`config.mk`:
```
export PLATFORM = sky130hd
export DESIGN_NAME = pmac_ctrl
export DESIGN_NICKNAME = d
export VERILOG_FILES = /design/src/rtl/pmac_pkg.sv /design/src/rtl/pmac_ctrl.sv
export SDC_FILE = /design/constraint.sdc
export NUM_CORES = 1
export LEC_CHECK = 0
export BUFFER_PORTS_ARGS = -buffer_cell sky130_fd_sc_hd__buf_4
export CAP_MARGIN = 15
export CORE_MARGIN = 1.5
export CORE_UTILIZATION = 53
export DETAILED_ROUTE_END_ITERATION = 6
export PLACE_DENSITY = 0.77
export SYNTH_ARGS = -nofsm -noshare
export SYNTH_HDL_FRONTEND = slang
export SYNTH_SLANG_ARGS = --single-unit
```
`constraint.sdc`:
```
create_clock -name clk_i -period 2.1 [get_ports clk_i]
set_input_delay 0.105 -clock clk_i [delete_from_list [all_inputs] [get_ports clk_i]]
set_output_delay 0.105 -clock clk_i [all_outputs]
set_load 0.01 [all_outputs]
```
`src/rtl/pmac_pkg.sv`:
```
// types, op codes and clamp helpers for the poly1305 mac engine
// no dependencies
package pmac_pkg;

  typedef struct packed {
    logic [63:0] data_low;
    logic [63:0] data_high;
    logic [4:0]  byte_count;
    logic        last;
  } in_t;

  typedef struct packed {
    logic [63:0] tag_low;
    logic [63:0] tag_high;
  } out_t;

  typedef struct packed {
    logic [63:0] r_low;
    logic [63:0] r_high;
    logic [63:0] s_low;
    logic [63:0] s_high;
  } cfg_t;

  typedef enum logic [3:0] {
    OP_NONE,
    OP_LOAD,
    OP_ADD,
    OP_MUL,
    OP_D4,
    OP_RED,
    OP_FOLD,
    OP_SEL,
    OP_TAG
  } op_e;

  typedef struct packed {
    op_e        op;
    logic [2:0] i;
    logic [2:0] j;
  } cmd_t;

  typedef struct packed {
    logic nz;
    logic last;
  } stat_t;

  localparam logic [1:0] REG_R_LOW  = 2'd0;
  localparam logic [1:0] REG_R_HIGH = 2'd1;
  localparam logic [1:0] REG_S_LOW  = 2'd2;
  localparam logic [1:0] REG_S_HIGH = 2'd3;

  localparam logic [31:0] CLAMP_LO = 32'h0fffffff;
  localparam logic [31:0] CLAMP_HI = 32'h0ffffffc;

  localparam logic [2:0] LIMB_TOP = 3'd4;

  // 5 * (r >> 2), using that the low two bits are dropped
  function automatic logic [31:0] times5q(input logic [31:0] r);
    times5q = {r[31:2], 2'b00} + {2'b00, r[31:2]};
  endfunction

endpackage

```
`src/rtl/pmac_ctrl.sv`:
```
// control state machine sequencing add, multiply, carry pass and tag finish
// depends on pmac_pkg
module pmac_ctrl (
  input  logic             clk_i,
  input  logic             rst_ni,
  input  logic             start,
  input  pmac_pkg::stat_t  stat_i,
  output pmac_pkg::cmd_t   cmd_o,
  output logic             busy,
  output logic             done_o
);

  localparam logic [3:0] S_IDLE  = 4'd0;
  localparam logic [3:0] S_ADD   = 4'd1;
  localparam logic [3:0] S_MUL   = 4'd2;
  localparam logic [3:0] S_DRAIN = 4'd3;
  localparam logic [3:0] S_D4    = 4'd4;
  localparam logic [3:0] S_RED   = 4'd5;
  localparam logic [3:0] S_FOLD1 = 4'd6;
  localparam logic [3:0] S_FOLD2 = 4'd7;
  localparam logic [3:0] S_SEL   = 4'd8;
  localparam logic [3:0] S_TAG   = 4'd9;

  logic [3:0] state_q, state_d;
  logic [2:0] i_q, i_d, j_q, j_d;
  logic       done_q, done_d;

  always_comb begin
    state_d   = state_q;
    i_d       = i_q;
    j_d       = j_q;
    done_d    = 1'b0;
    cmd_o.op  = pmac_pkg::OP_NONE;
    cmd_o.i   = i_q;
    cmd_o.j   = j_q;
    unique case (state_q)
      S_IDLE: begin
        if (start) begin
          cmd_o.op = pmac_pkg::OP_LOAD;
          state_d  = S_ADD;
        end
      end
      S_ADD: begin
        i_d = '0;
        j_d = '0;
        if (stat_i.nz) begin
          cmd_o.op = pmac_pkg::OP_ADD;
          state_d  = S_MUL;
        end else if (stat_i.last) begin
          state_d = S_FOLD1;
        end else begin
          state_d = S_IDLE;
        end
      end
      S_MUL: begin
        cmd_o.op = pmac_pkg::OP_MUL;
        if (j_q == pmac_pkg::LIMB_TOP) begin
          state_d = S_DRAIN;
        end else if (i_q == pmac_pkg::LIMB_TOP) begin
          i_d = (j_q == 3'd3) ? pmac_pkg::LIMB_TOP : 3'd0;
          j_d = j_q + 3'd1;
        end else begin
          i_d = i_q + 3'd1;
        end
      end
      S_DRAIN: state_d = S_D4;
      S_D4: begin
        cmd_o.op = pmac_pkg::OP_D4;
        i_d      = '0;
        state_d  = S_RED;
      end
      S_RED: begin
        cmd_o.op = pmac_pkg::OP_RED;
        i_d      = i_q + 3'd1;
        if (i_q == pmac_pkg::LIMB_TOP) begin
          state_d = stat_i.last ? S_FOLD1 : S_IDLE;
        end
      end
      S_FOLD1: begin
        cmd_o.op = pmac_pkg::OP_FOLD;
        state_d  = S_FOLD2;
      end
      S_FOLD2: begin
        cmd_o.op = pmac_pkg::OP_FOLD;
        state_d  = S_SEL;
      end
      S_SEL: begin
        cmd_o.op = pmac_pkg::OP_SEL;
        state_d  = S_TAG;
      end
      S_TAG: begin
        cmd_o.op = pmac_pkg::OP_TAG;
        done_d   = 1'b1;
        state_d  = S_IDLE;
      end
      default: state_d = S_IDLE;
    endcase
  end

  always_ff @(posedge clk_i or negedge rst_ni) begin
    if (!rst_ni) begin
      state_q <= S_IDLE;
      i_q     <= '0;
      j_q     <= '0;
      done_q  <= 1'b0;
    end else begin
      state_q <= state_d;
      i_q     <= i_d;
      j_q     <= j_d;
      done_q  <= done_d;
    end
  end

  assign busy   = (state_q != S_IDLE);
  assign done_o = done_q;

endmodule

```
==> impl_metrics.yaml <==
outcome:
  outcome: "finished clean"
worst_setup_path:
  crit_chain: "nor2b_1 -> a21boi_0 -> o22ai_1 -> buf_4"
  cp.arrival_ns: 1.79
  worstSetupStartpointType: "flop"
  path_max_fanout: 13
  crit_slowest_cell: "dfrtp_1"
  required_ns: 2.00
  critPathTopFamily: "flip-flops"
  crit_buf_inv: 1
  endpoint_kind: "output port"
  crit_type: "flop to output port"
  slowest_delay_ns: 0.51
cells_and_area:
  drive_above_1_share_pct: 26.1
  stdcell_area_um2: 978
  area_growth_pct: 16.4
  final_nets: 122
  antenna_cells: 0
  multi_input_area_um2: 492
  fillers: 125
  post-route-util_pct: 65.7
  ff_latch_area_um2: 275
clocking:
  cts_sinks: 11
  cts_setup_buffers: 0
  cts_buffers: 3
  cts_tree: "done"
  clockRootBuffer: "clkbuf_4"
  path_clk_slew_ns: 0.07
  worstSkewPairLatency_ns: 0.27
  hold_buffers: 1
  cts_max_level: 1
  cts_resized: 0
  clk_path_buf_depth: 2
power_and_ir_drop:
  power.switching_uw: 657
  power.density_nw_per_um2: 1460
  p_int_uw: 771
  ir_drop_mv: 0.719
  pwr-share-clk_pct: 10.1
  power_frac_comb_pct: 60.6
  power.leakage_uw: 0.000469
  p_sw_share_pct: 46.0
  p_seq_share_pct: 29.3
floorplan:
  start_util_pct: 56.5
  fp.coreArea_um2: 1490
  io_pins: 17
  chipHeight_um: 42.8
  chipWidth_um: 42.8
  dieArea_um2: 1830
  core.rowCount: 14
sta:
  worst_slew_pin_slew_ns: 0.563
  max_freq_mhz: 527
  period_needed_ns: 1.90
  postLayoutSetupSlackWorst_ns: 0.202
  rsz0062_at_grt: "no"
  slew_headroom_pct: 62.5
  hold_viol: 0
  tns_ns: 0
  setup_viol: 0
  whs_ns: 0.168
  post-route-period-util_pct: 90.4
  clock_skew_ns: 0.00259
  drv_slew: 0
route:
  routed_wl_um: 1760
  drt-wirelength-per-cell_um: 13.9
  drc_errors: 0
  vias: 774
  vias_per_cell: 6.09
  first_pass_iters: 6
  dr.first_iter.drc_count: 24
  ant_nets: 0
synth:
  ys_async_sr_fraction_pct: 100
  ys_seq_elements: 11
  synth_top_area_share_pct: 32.7
  syn_nets: 105
  synth_ff_type: "dfrtp_1"
  synth_enable_flop_cells: 0
  ys_types: 39
  yosys-top-cells-area: "dfrtp_1 (33%), ha_1 (7.4%), nand2_1 (4.9%)"
  yosysWarnings: 0
  syn_area_um2: 841
  synth_seq_area_share_pct: 32.7
  avgSynthCellArea_um2: 8.85
  synthCells: 95
  synth_area_leader_cell: "dfrtp_1"
grt:
  gr-usage-all-layers_pct: 22.2
  grt_max_degree: 23
  grt_pass1_vias: 702
  overflow: 0
  grt_pass1_wl_um: 3060
  antenna_found_initial: 0
worst_hold_path:
  hp-class: "input port to flop"
place:
  place_ws_ns: 0.360
  place_area_um2: 941
  hpwl_um: 1270
  portBuffers: 16
  gp_congestion: 0.843
job:
  drv_cap: 0
==> stage by stage <==
step                instances  power (µW)
global route              127        1550
finish                    127        1430
CTS                       127        1430
global placement          122        1240
floorplan                  95        1050
detailed placement        122        1260
==> cells in the final DEF (no fill, tap or decap), types with 2 or more instances in the layout <==
master    netlist  routed
nor2b_1         3       3
inv_1           7       7
nor3_1          2       2
nand3_1         2       2
nand2b_1        3       3
a21oi_2         2       2
ha_1            5       5
and3_1          2       2
dfrtp_1        11      11
buf_4           0      17
a21oi_1         7       7
a21boi_0        2       2
clkbuf_4        0       3
o21ai_0         8       8
mux2_2          3       3
nand2_1        11      11
==> state kept, by name, indices dropped and copies added (netlist names) <==
register,flops
state_q,4
i_q,3
j_q,3
done_o,1
==> cell usage after synthesis (2+ instances only) <==
master,n
a21boi_0,2
o21ai_0,8
nand2b_1,3
inv_1,7
a21oi_1,7
nor2b_1,3
ha_1,5
nor3_1,2
dfrtp_1,11
and3_1,2
nand3_1,2
buf_6,3
mux2_2,3
nand2_1,11
a21oi_2,2
==> worst reg2reg max path, stage by stage, from the launching register on <==
cell	delay (ns)
dfrtp_1	0.40
inv_1	0.06
ha_1	0.25
a21oi_1	0.28
nand2_1	0.16
a21oi_2	0.19
mux2_2	0.35
==> final cells by class <==
type / instances / share of cell area (%)
sequential: 11 / 28.1
clock buffer: 3 / 2.30
multi-input combinational: 71 / 50.3
timing repair buffer: 18 / 14.1
inverter: 7 / 2.69
tap: 16 / 2.05
clock inverter: 1 / 0.512
==> routing by layer <==
metal | vias up | track usage (%) | share of wire, %
li1 | 371 | - | -
met2 | 27 | 37.9 | 49
met5 | - | 0 | 0
met1 | 374 | 27.9 | 44
met3 | 2 | 5.11 | 6.4
met4 | 0 | 5.63 | 0.23
==> cells by family after synthesis <==
family	count (synthesis)	share of synthesized area [%]
AOI/OAI and AO/OA	32	26.5
and+or+nand+nor	31	20.5
buffers and inverters	13	8.78
DFF	11	32.7
adders and majority gates	5	7.44
muxes	3	4.02
==> power groups by stage <==
stage,Clock [µW],Sequential (µW),Combinational [µW]
final,145,418,866
after global routing,157,436,957
after CTS,149,415,864
after detailed placement,0,416,847
after global placement,0,415,827
after floorplan,0,366,686
==> final timing paths <==
kind / startpoint / endpoint / slack [ns] / depth (start not counted)
max: state_q[1]$_DFFE_PN0P_ / cmd_o[7] / 0.20 / 4
min: start / state_q[0]$_DFFE_PN0P_ / 0.17 / 4
max reg2reg: j_q[0]$_DFFE_PN0P_ / i_q[1]$_DFFE_PN0P_ / 0.30 / 6
min reg2reg: j_q[1]$_DFFE_PN0P_ / j_q[1]$_DFFE_PN0P_ / 0.58 / 1
max in group asynchronous: rst_ni / state_q[3]$_DFFE_PN0P_ / 1.76 / 2
min in group asynchronous: rst_ni / done_o$_DFF_PN0_ / 0.19 / 2
Power figures use the tool's default switching activity.
