`config.mk`:
```
export PLATFORM = sky130hd
export DESIGN_NAME = pmac_regs
export DESIGN_NICKNAME = d
export VERILOG_FILES = /design/src/rtl/pmac_pkg.sv /design/src/rtl/pmac_regs.sv
export SDC_FILE = /design/constraint.sdc
export NUM_CORES = 1
export LEC_CHECK = 0
export ABC_CLOCK_PERIOD_IN_PS = 2130
export BUFFER_PORTS_ARGS = -buffer_cell sky130_fd_sc_hd__buf_2
export CORE_MARGIN = 3
export CORE_UTILIZATION = 50
export DETAILED_ROUTE_END_ITERATION = 8
export PLACE_DENSITY_LB_ADDON = 0.3
export SETUP_SLACK_MARGIN = 0.15
export SLEW_MARGIN = 15
export SYNTH_ARGS = -nofsm -noshare
export SYNTH_HDL_FRONTEND = slang
export SYNTH_SLANG_ARGS = --single-unit
```
`constraint.sdc`:
```
create_clock -name clk_i -period 2.13 [get_ports clk_i]
set_input_delay 0.213 -clock clk_i [delete_from_list [all_inputs] [get_ports clk_i]]
set_output_delay 0.213 -clock clk_i [all_outputs]
set_load 0.1 [all_outputs]
```
`src/rtl/pmac_pkg.sv`:
```
// types, op codes and clamp helpers for the poly1305 mac engine
// no dependencies
package pmac_pkg;

  typedef struct packed {
    logic [63:0] data_low;
    logic [63:0] data_high;
    logic [4:0]  byte_count;
    logic        last;
  } in_t;

  typedef struct packed {
    logic [63:0] tag_low;
    logic [63:0] tag_high;
  } out_t;

  typedef struct packed {
    logic [63:0] r_low;
    logic [63:0] r_high;
    logic [63:0] s_low;
    logic [63:0] s_high;
  } cfg_t;

  typedef enum logic [3:0] {
    OP_NONE,
    OP_LOAD,
    OP_ADD,
    OP_MUL,
    OP_D4,
    OP_RED,
    OP_FOLD,
    OP_SEL,
    OP_TAG
  } op_e;

  typedef struct packed {
    op_e        op;
    logic [2:0] i;
    logic [2:0] j;
  } cmd_t;

  typedef struct packed {
    logic nz;
    logic last;
  } stat_t;

  localparam logic [1:0] REG_R_LOW  = 2'd0;
  localparam logic [1:0] REG_R_HIGH = 2'd1;
  localparam logic [1:0] REG_S_LOW  = 2'd2;
  localparam logic [1:0] REG_S_HIGH = 2'd3;

  localparam logic [31:0] CLAMP_LO = 32'h0fffffff;
  localparam logic [31:0] CLAMP_HI = 32'h0ffffffc;

  localparam logic [2:0] LIMB_TOP = 3'd4;

  // 5 * (r >> 2), using that the low two bits are dropped
  function automatic logic [31:0] times5q(input logic [31:0] r);
    times5q = {r[31:2], 2'b00} + {2'b00, r[31:2]};
  endfunction

endpackage

```
`src/rtl/pmac_regs.sv`:
```
// apb register file for the key halves r and s
// depends on pmac_pkg
module pmac_regs (
  input  logic                clk_i,
  input  logic                rst_ni,
  input  logic                psel,
  input  logic                penable,
  input  logic                pwrite,
  input  logic [4:0]          paddr,
  input  logic [63:0]         pwdata,
  output logic [63:0]         prdata,
  output logic                pready,
  output pmac_pkg::cfg_t      cfg_o
);

  pmac_pkg::cfg_t cfg_q, cfg_d;
  logic           wr_en;

  assign pready = 1'b1;
  assign wr_en  = psel & penable & pwrite;

  always_comb begin
    cfg_d = cfg_q;
    if (wr_en) begin
      unique case (paddr[4:3])
        pmac_pkg::REG_R_LOW:  cfg_d.r_low  = pwdata;
        pmac_pkg::REG_R_HIGH: cfg_d.r_high = pwdata;
        pmac_pkg::REG_S_LOW:  cfg_d.s_low  = pwdata;
        pmac_pkg::REG_S_HIGH: cfg_d.s_high = pwdata;
        default:              cfg_d = cfg_q;
      endcase
    end
  end

  always_comb begin
    unique case (paddr[4:3])
      pmac_pkg::REG_R_LOW:  prdata = cfg_q.r_low;
      pmac_pkg::REG_R_HIGH: prdata = cfg_q.r_high;
      pmac_pkg::REG_S_LOW:  prdata = cfg_q.s_low;
      pmac_pkg::REG_S_HIGH: prdata = cfg_q.s_high;
      default:              prdata = '0;
    endcase
  end

  always_ff @(posedge clk_i or negedge rst_ni) begin
    if (!rst_ni) begin
      cfg_q <= '0;
    end else begin
      cfg_q <= cfg_d;
    end
  end

  assign cfg_o = cfg_q;

endmodule

```
==> results of run 1 <==
cells by family (layout without fill, tap and decap cells):
kind of cell,count (synthesis),in the layout
flip-flops,256,256
multiplexers,320,320
AND/OR/NAND/NOR,6,6
buffers and inverters,43,526
other,1,1
worst paths after layout:
path | to | from | cells after the start | slack [ns]
min reg2reg | cfg_o[11] | cfg_o[11] | 1 | 0.51
max | prdata[42] | cfg_o[106] | 2 | 0.19
min | cfg_o[248] | rst_ni | 2 | 0.26
min in group clk_i | cfg_o[102] | pwrite | 4 | 0.33
max reg2reg | cfg_o[59] | cfg_o[59] | 1 | 1.29
max in group asynchronous | cfg_o[220] | rst_ni | 3 | 1.21
synth_stat cells:
library cell / instances / area (sq um)
nand4_1: 1 / 6.26
mux2_1: 66 / 743
buf_4: 5 / 37.5
conb_1: 1 / 3.75
nor3_4: 1 / 16.3
mux4_2: 64 / 1440
nand3_1: 1 / 5.00
buf_6: 12 / 135
nor2_2: 1 / 6.26
inv_2: 1 / 3.75
or3_1: 1 / 6.26
mux2_2: 130 / 1460
dfrtp_1: 256 / 6410
or2_1: 1 / 6.26
buf_2: 19 / 95.1
buf_1: 6 / 22.5
mux2_4: 60 / 901
area by class of cell:
cell class	count	area, sq um	area share
Clock buffer	40	825	0.0532
Clock inverter	6	32.5	0.00210
Inverter	1	3.75	0.000242
Multi-Input combinational cell	327	4610	0.297
Sequential cell	256	6410	0.413
Tap cell	280	350	0.0226
Timing Repair Buffer	479	3280	0.211
repair_timing:
action | in CTS | in global routing
hold endpoints to repair | 315 | 0
pin swaps | 0 | 0
hold buffers | 65 | 0
resized for setup | 2 | 3
setup endpoints to repair | 2 | 3
critical path: stages (launching register included):
cell and delay [ns]:
dfrtp_1 0.42, mux4_2 0.49, clkbuf_4 0.30
through the flow:
step | utilization | std cells | setup WS, ns | hold WS, ns
floorplan | - | 626 | 0.232 | -0.0826
global placement | 0.635 | 1278 | 0.248 | 0.220
detailed placement | 0.635 | 1278 | 0.258 | 0.222
CTS | 0.704 | 1389 | 0.150 | 0.271
global route | 0.704 | 1389 | 0.151 | 0.301
finish | 0.704 | 1389 | 0.187 | 0.255
layer usage:
layer,global-route usage,share of wire,wire (um),up-vias
li1,-,-,-,3291
met1,0.319,0.41,12200,4031
met2,0.403,0.50,15000,319
met3,0.0534,0.074,2220,41
met4,0.0546,0.018,549,0
met5,0,0,0,-
==> summary.txt, run 1 <==
clock slew at reported path FFs -> 0.06 ns
share of cells above drive strength 1 -> 0.646
Die Width -> 156 um
DRT Pass-1 Iters -> 4
GRT Total Usage -> 0.238
final setup skew -> 0 ns
Core Region -> 22,000 sq um
Wirelength per Cell -> 21.5 um
Netlist Area Pre-Place -> 11,300 sq um
worst hold path class -> in -> async
crit start category -> flip-flop
endpoint type of the worst setup path -> output port
Post-Synth XOR/XNOR Area -> 0
Die ar. -> 24,400 sq um
DR iter-0 viols -> 283
period utilisation layout -> 0.912
Starting Density -> 0.513
H-tree depth -> 1
worst-margin pin slew -> 0.663 ns
Worst EP arrival -> 1.73 ns
fmax -> 515 MHz
most frequent cells in the layout -> buf_2, dfrtp_1, mux2_2
Period minus WS final -> 1.94 ns
CTS Buffer Depth -> 3
Setup CP Type -> reg -> out
Setup TNS Final -> 0 ns
total wire length -> 29.9 mm
initial antenna violation count -> 0
global-route wire length before repair -> 45.9 mm
status -> complete, no violations
DRC -> 0
largest family of logic cells by synthesized area -> multiplexers
root buf cell -> clkbuf_16
PortBufs -> 390
max FFs per register -> 256
register area share after synthesis -> 0.567
Skew-Pair Late Insertion Delay -> 0.50 ns
Synthesis Warnings -> 0
commonest non-fill, non-tap cell in the layout -> buf_2
post-layout instance area -> 15,500 sq um
Detail Route Antenna Nets -> 0
clock buffer count from CTS -> 26
CTS tree -> yes
Hold Vio Cnt, Final -> 0
mux cell area share after synthesis -> 0.403
Synth Area in Compound Gates -> 0
Max Cap Violations -> 0
largest net degree at the start of global routing -> 72
RSZ-0062 raised after global routing -> false
Synth Register Bits -> 256
Post-Syn Area per Cell -> 18.1 sq um
unique cell type count in the Yosys netlist -> 17
total number of vias -> 7,682
gpl congestion -> 0.789
Final #Nets -> 1,165
Syn Nets -> 700
DP HPWL -> 20.7 mm
Vias/cell -> 5.53
global route overflow -> 0
Area growth syn-to-layout -> 37.2%
cells after synthesis -> 626
WP data required -> 1.92 ns
setup violators final -> 0
Die Y -> 156 um
worst slew margin relative to its limit -> 0.558
Ports -> 395
simple-gate share of the synthesized area -> 0.00410
buffer count from post-CTS setup fixing -> 0
FP Rows -> 54
CTS Sinks -> 256
Fillers -> 1,472
# diodes -> 0
Post-Synth Adder-Cell Area -> 0
vias in the first global route -> 7,960
fin. max-slew vios -> 0
Crit Path Max Fanout -> 3
placed instance area -> 14,000 sq um
Power of run 1 is left out: the tool's default activity adds up to more than one toggle a clock period on the data nets, which glitch-free logic cannot reach.
==> run 2, diff against run 1 <==
--- a/config.mk
+++ b/config.mk
@@ -10,6 +10,7 @@
 export CORE_MARGIN = 3
 export CORE_UTILIZATION = 50
 export DETAILED_ROUTE_END_ITERATION = 8
+export GPL_TIMING_DRIVEN = 0
 export PLACE_DENSITY_LB_ADDON = 0.3
 export SETUP_SLACK_MARGIN = 0.15
 export SLEW_MARGIN = 15
==> run 2 against run 1 <==
Worst hold slack got worse by 0.061 ns. Wire length increased by 3.0%. Sequential share of layout area increased by 0.66 points. Utilization decreased by 1.1 points. Non-clock buffer count increased by 19. Critical path type unchanged. Final cell count increased by 1.6%.
==> summary.txt, run 2 (same netlist as run 1, synthesis figures left out) <==
status -> complete, no violations
clock buffer count from CTS -> 27
commonest non-fill, non-tap cell in the layout -> buf_2
vias in the first global route -> 8,058
total wire length -> 30.8 mm
DR iter-0 viols -> 301
setup violators final -> 0
DR WL met3 -> 2.20 mm
initial antenna violation count -> 2
crit start category -> flip-flop
share of cells above drive strength 1 -> 0.649
endpoint type of the worst setup path -> output port
period utilisation layout -> 0.926
largest net degree at the start of global routing -> 107
root buf cell -> clkbuf_16
Max Cap Violations -> 0
most frequent cells in the layout -> buf_2, dfrtp_1, mux2_2
PortBufs -> 389
gpl congestion -> 0.827
CTS tree -> yes
Starting Density -> 0.513
GRT Total Usage -> 0.246
H-tree depth -> 1
Crit path largest cell delay -> 0.51 ns
Ports -> 395
Area growth syn-to-layout -> 35.1%
Crit Path Max Fanout -> 3
Die Y -> 156 um
Period minus WS final -> 1.97 ns
M1 wire length -> 12.3 mm
worst-margin pin slew -> 0.661 ns
Die Width -> 156 um
Core Region -> 22,000 sq um
worst slew margin relative to its limit -> 0.558
r2r startpoint -> cfg_o[255]
Setup CP Type -> reg -> out
post-layout instance area -> 15,300 sq um
CTS Buffer Depth -> 3
Wirelength per Cell -> 21.8 um
max FFs per register -> 256
total number of vias -> 7,721
Worst EP arrival -> 1.76 ns
DR WL met2 -> 15.5 mm
RSZ-0062 raised after global routing -> true
DP HPWL -> 21.8 mm
Final #Nets -> 1,185
CTS Sinks -> 256
Vias/cell -> 5.47
Detail Route Antenna Nets -> 0
final setup skew -> 0 ns
worst hold path class -> in -> async
clock slew at reported path FFs -> 0.06 ns
FP Rows -> 54
DRT Pass-1 Iters -> 4
Hold Vio Cnt, Final -> 0
WP data required -> 1.92 ns
critical-path cell list -> mux4_2 > buf_2
Max Used Layer -> met4
fmax -> 507 MHz
placed instance area -> 13,700 sq um
buffer count from post-CTS setup fixing -> 0
global route overflow -> 0
fin. max-slew vios -> 0
Die ar. -> 24,400 sq um
Fillers -> 1,496
crit path from -> cfg_o[234]
setup ws final -> 0.158 ns
pre-CTS setup slack -> -0.220 ns
crit path max-delay cell type -> mux4_2
DRC -> 0
global-route wire length before repair -> 47.0 mm
Skew-Pair Late Insertion Delay -> 0.52 ns
## run 2: cell count changes in the layout (fill, tap and decap cells not counted), moves of 3 or more
| cell | before | now |
|---|---|---|
| clkbuf_4 | 3 | 11 |
| buf_12 | 33 | 0 |
| buf_2 | 360 | 393 |
| buf_4 | 17 | 6 |
| diode_2 | 0 | 3 |
| clkbuf_8 | 10 | 6 |
| buf_6 | 0 | 20 |
## run 2: critical path, delay by kind of cell, from the launching register on
family,cells,cell delay [ns]
muxes,1,0.51
DFF,1,0.41
buffers and inverters,1,0.32
## run 2: cell type report
class                      count  area, sq um  share of cell area
sequential                   256         6410               0.420
multi-input combinational    327         4600               0.301
timing repair buffer         456         2700               0.177
clock buffer                  37          773              0.0507
tap                          280          350              0.0230
buffer                        42          342              0.0224
clock inverter                 9         83.8             0.00549
antenna                        3         7.51            0.000492
inverter                       1         3.75            0.000246
## run 2: worst paths after layout
check,to,slack (ns),cells after the start
worst max-delay path,prdata[42],0.16,2
worst min-delay path,cfg_o[120],0.19,2
worst max register to register,cfg_o[255],1.27,1
worst min register to register,cfg_o[12],0.51,1
max in group asynchronous,cfg_o[215],1.06,3
min in group clk_i,cfg_o[244],0.20,3
## run 2: timing repair
action                                 in CTS  in global routing
endpoints found under the hold margin     308                  0
resized for setup                          15                 20
hold buffers                               65                  0
setup endpoints to repair                  62                 60
## run 2: routing by layer
metal,GRT usage,up-vias
met1,0.321,4000
met4,0.0604,0
met3,0.0520,47
met5,0,-
li1,-,3339
met2,0.424,335
## run 2: through the flow
step	cells	TNS [ns]	hold WS, ns	utilization
finish	1411	0	0.195	0.693
global route	1410	0	0.196	0.693
CTS	1408	0	0.168	0.690
detailed placement	1297	-6.12	0.170	0.620
global placement	1295	-953.35	0.470	0.617
floorplan	626	0	-0.0826	-
Power of run 2 is left out for the same reason.
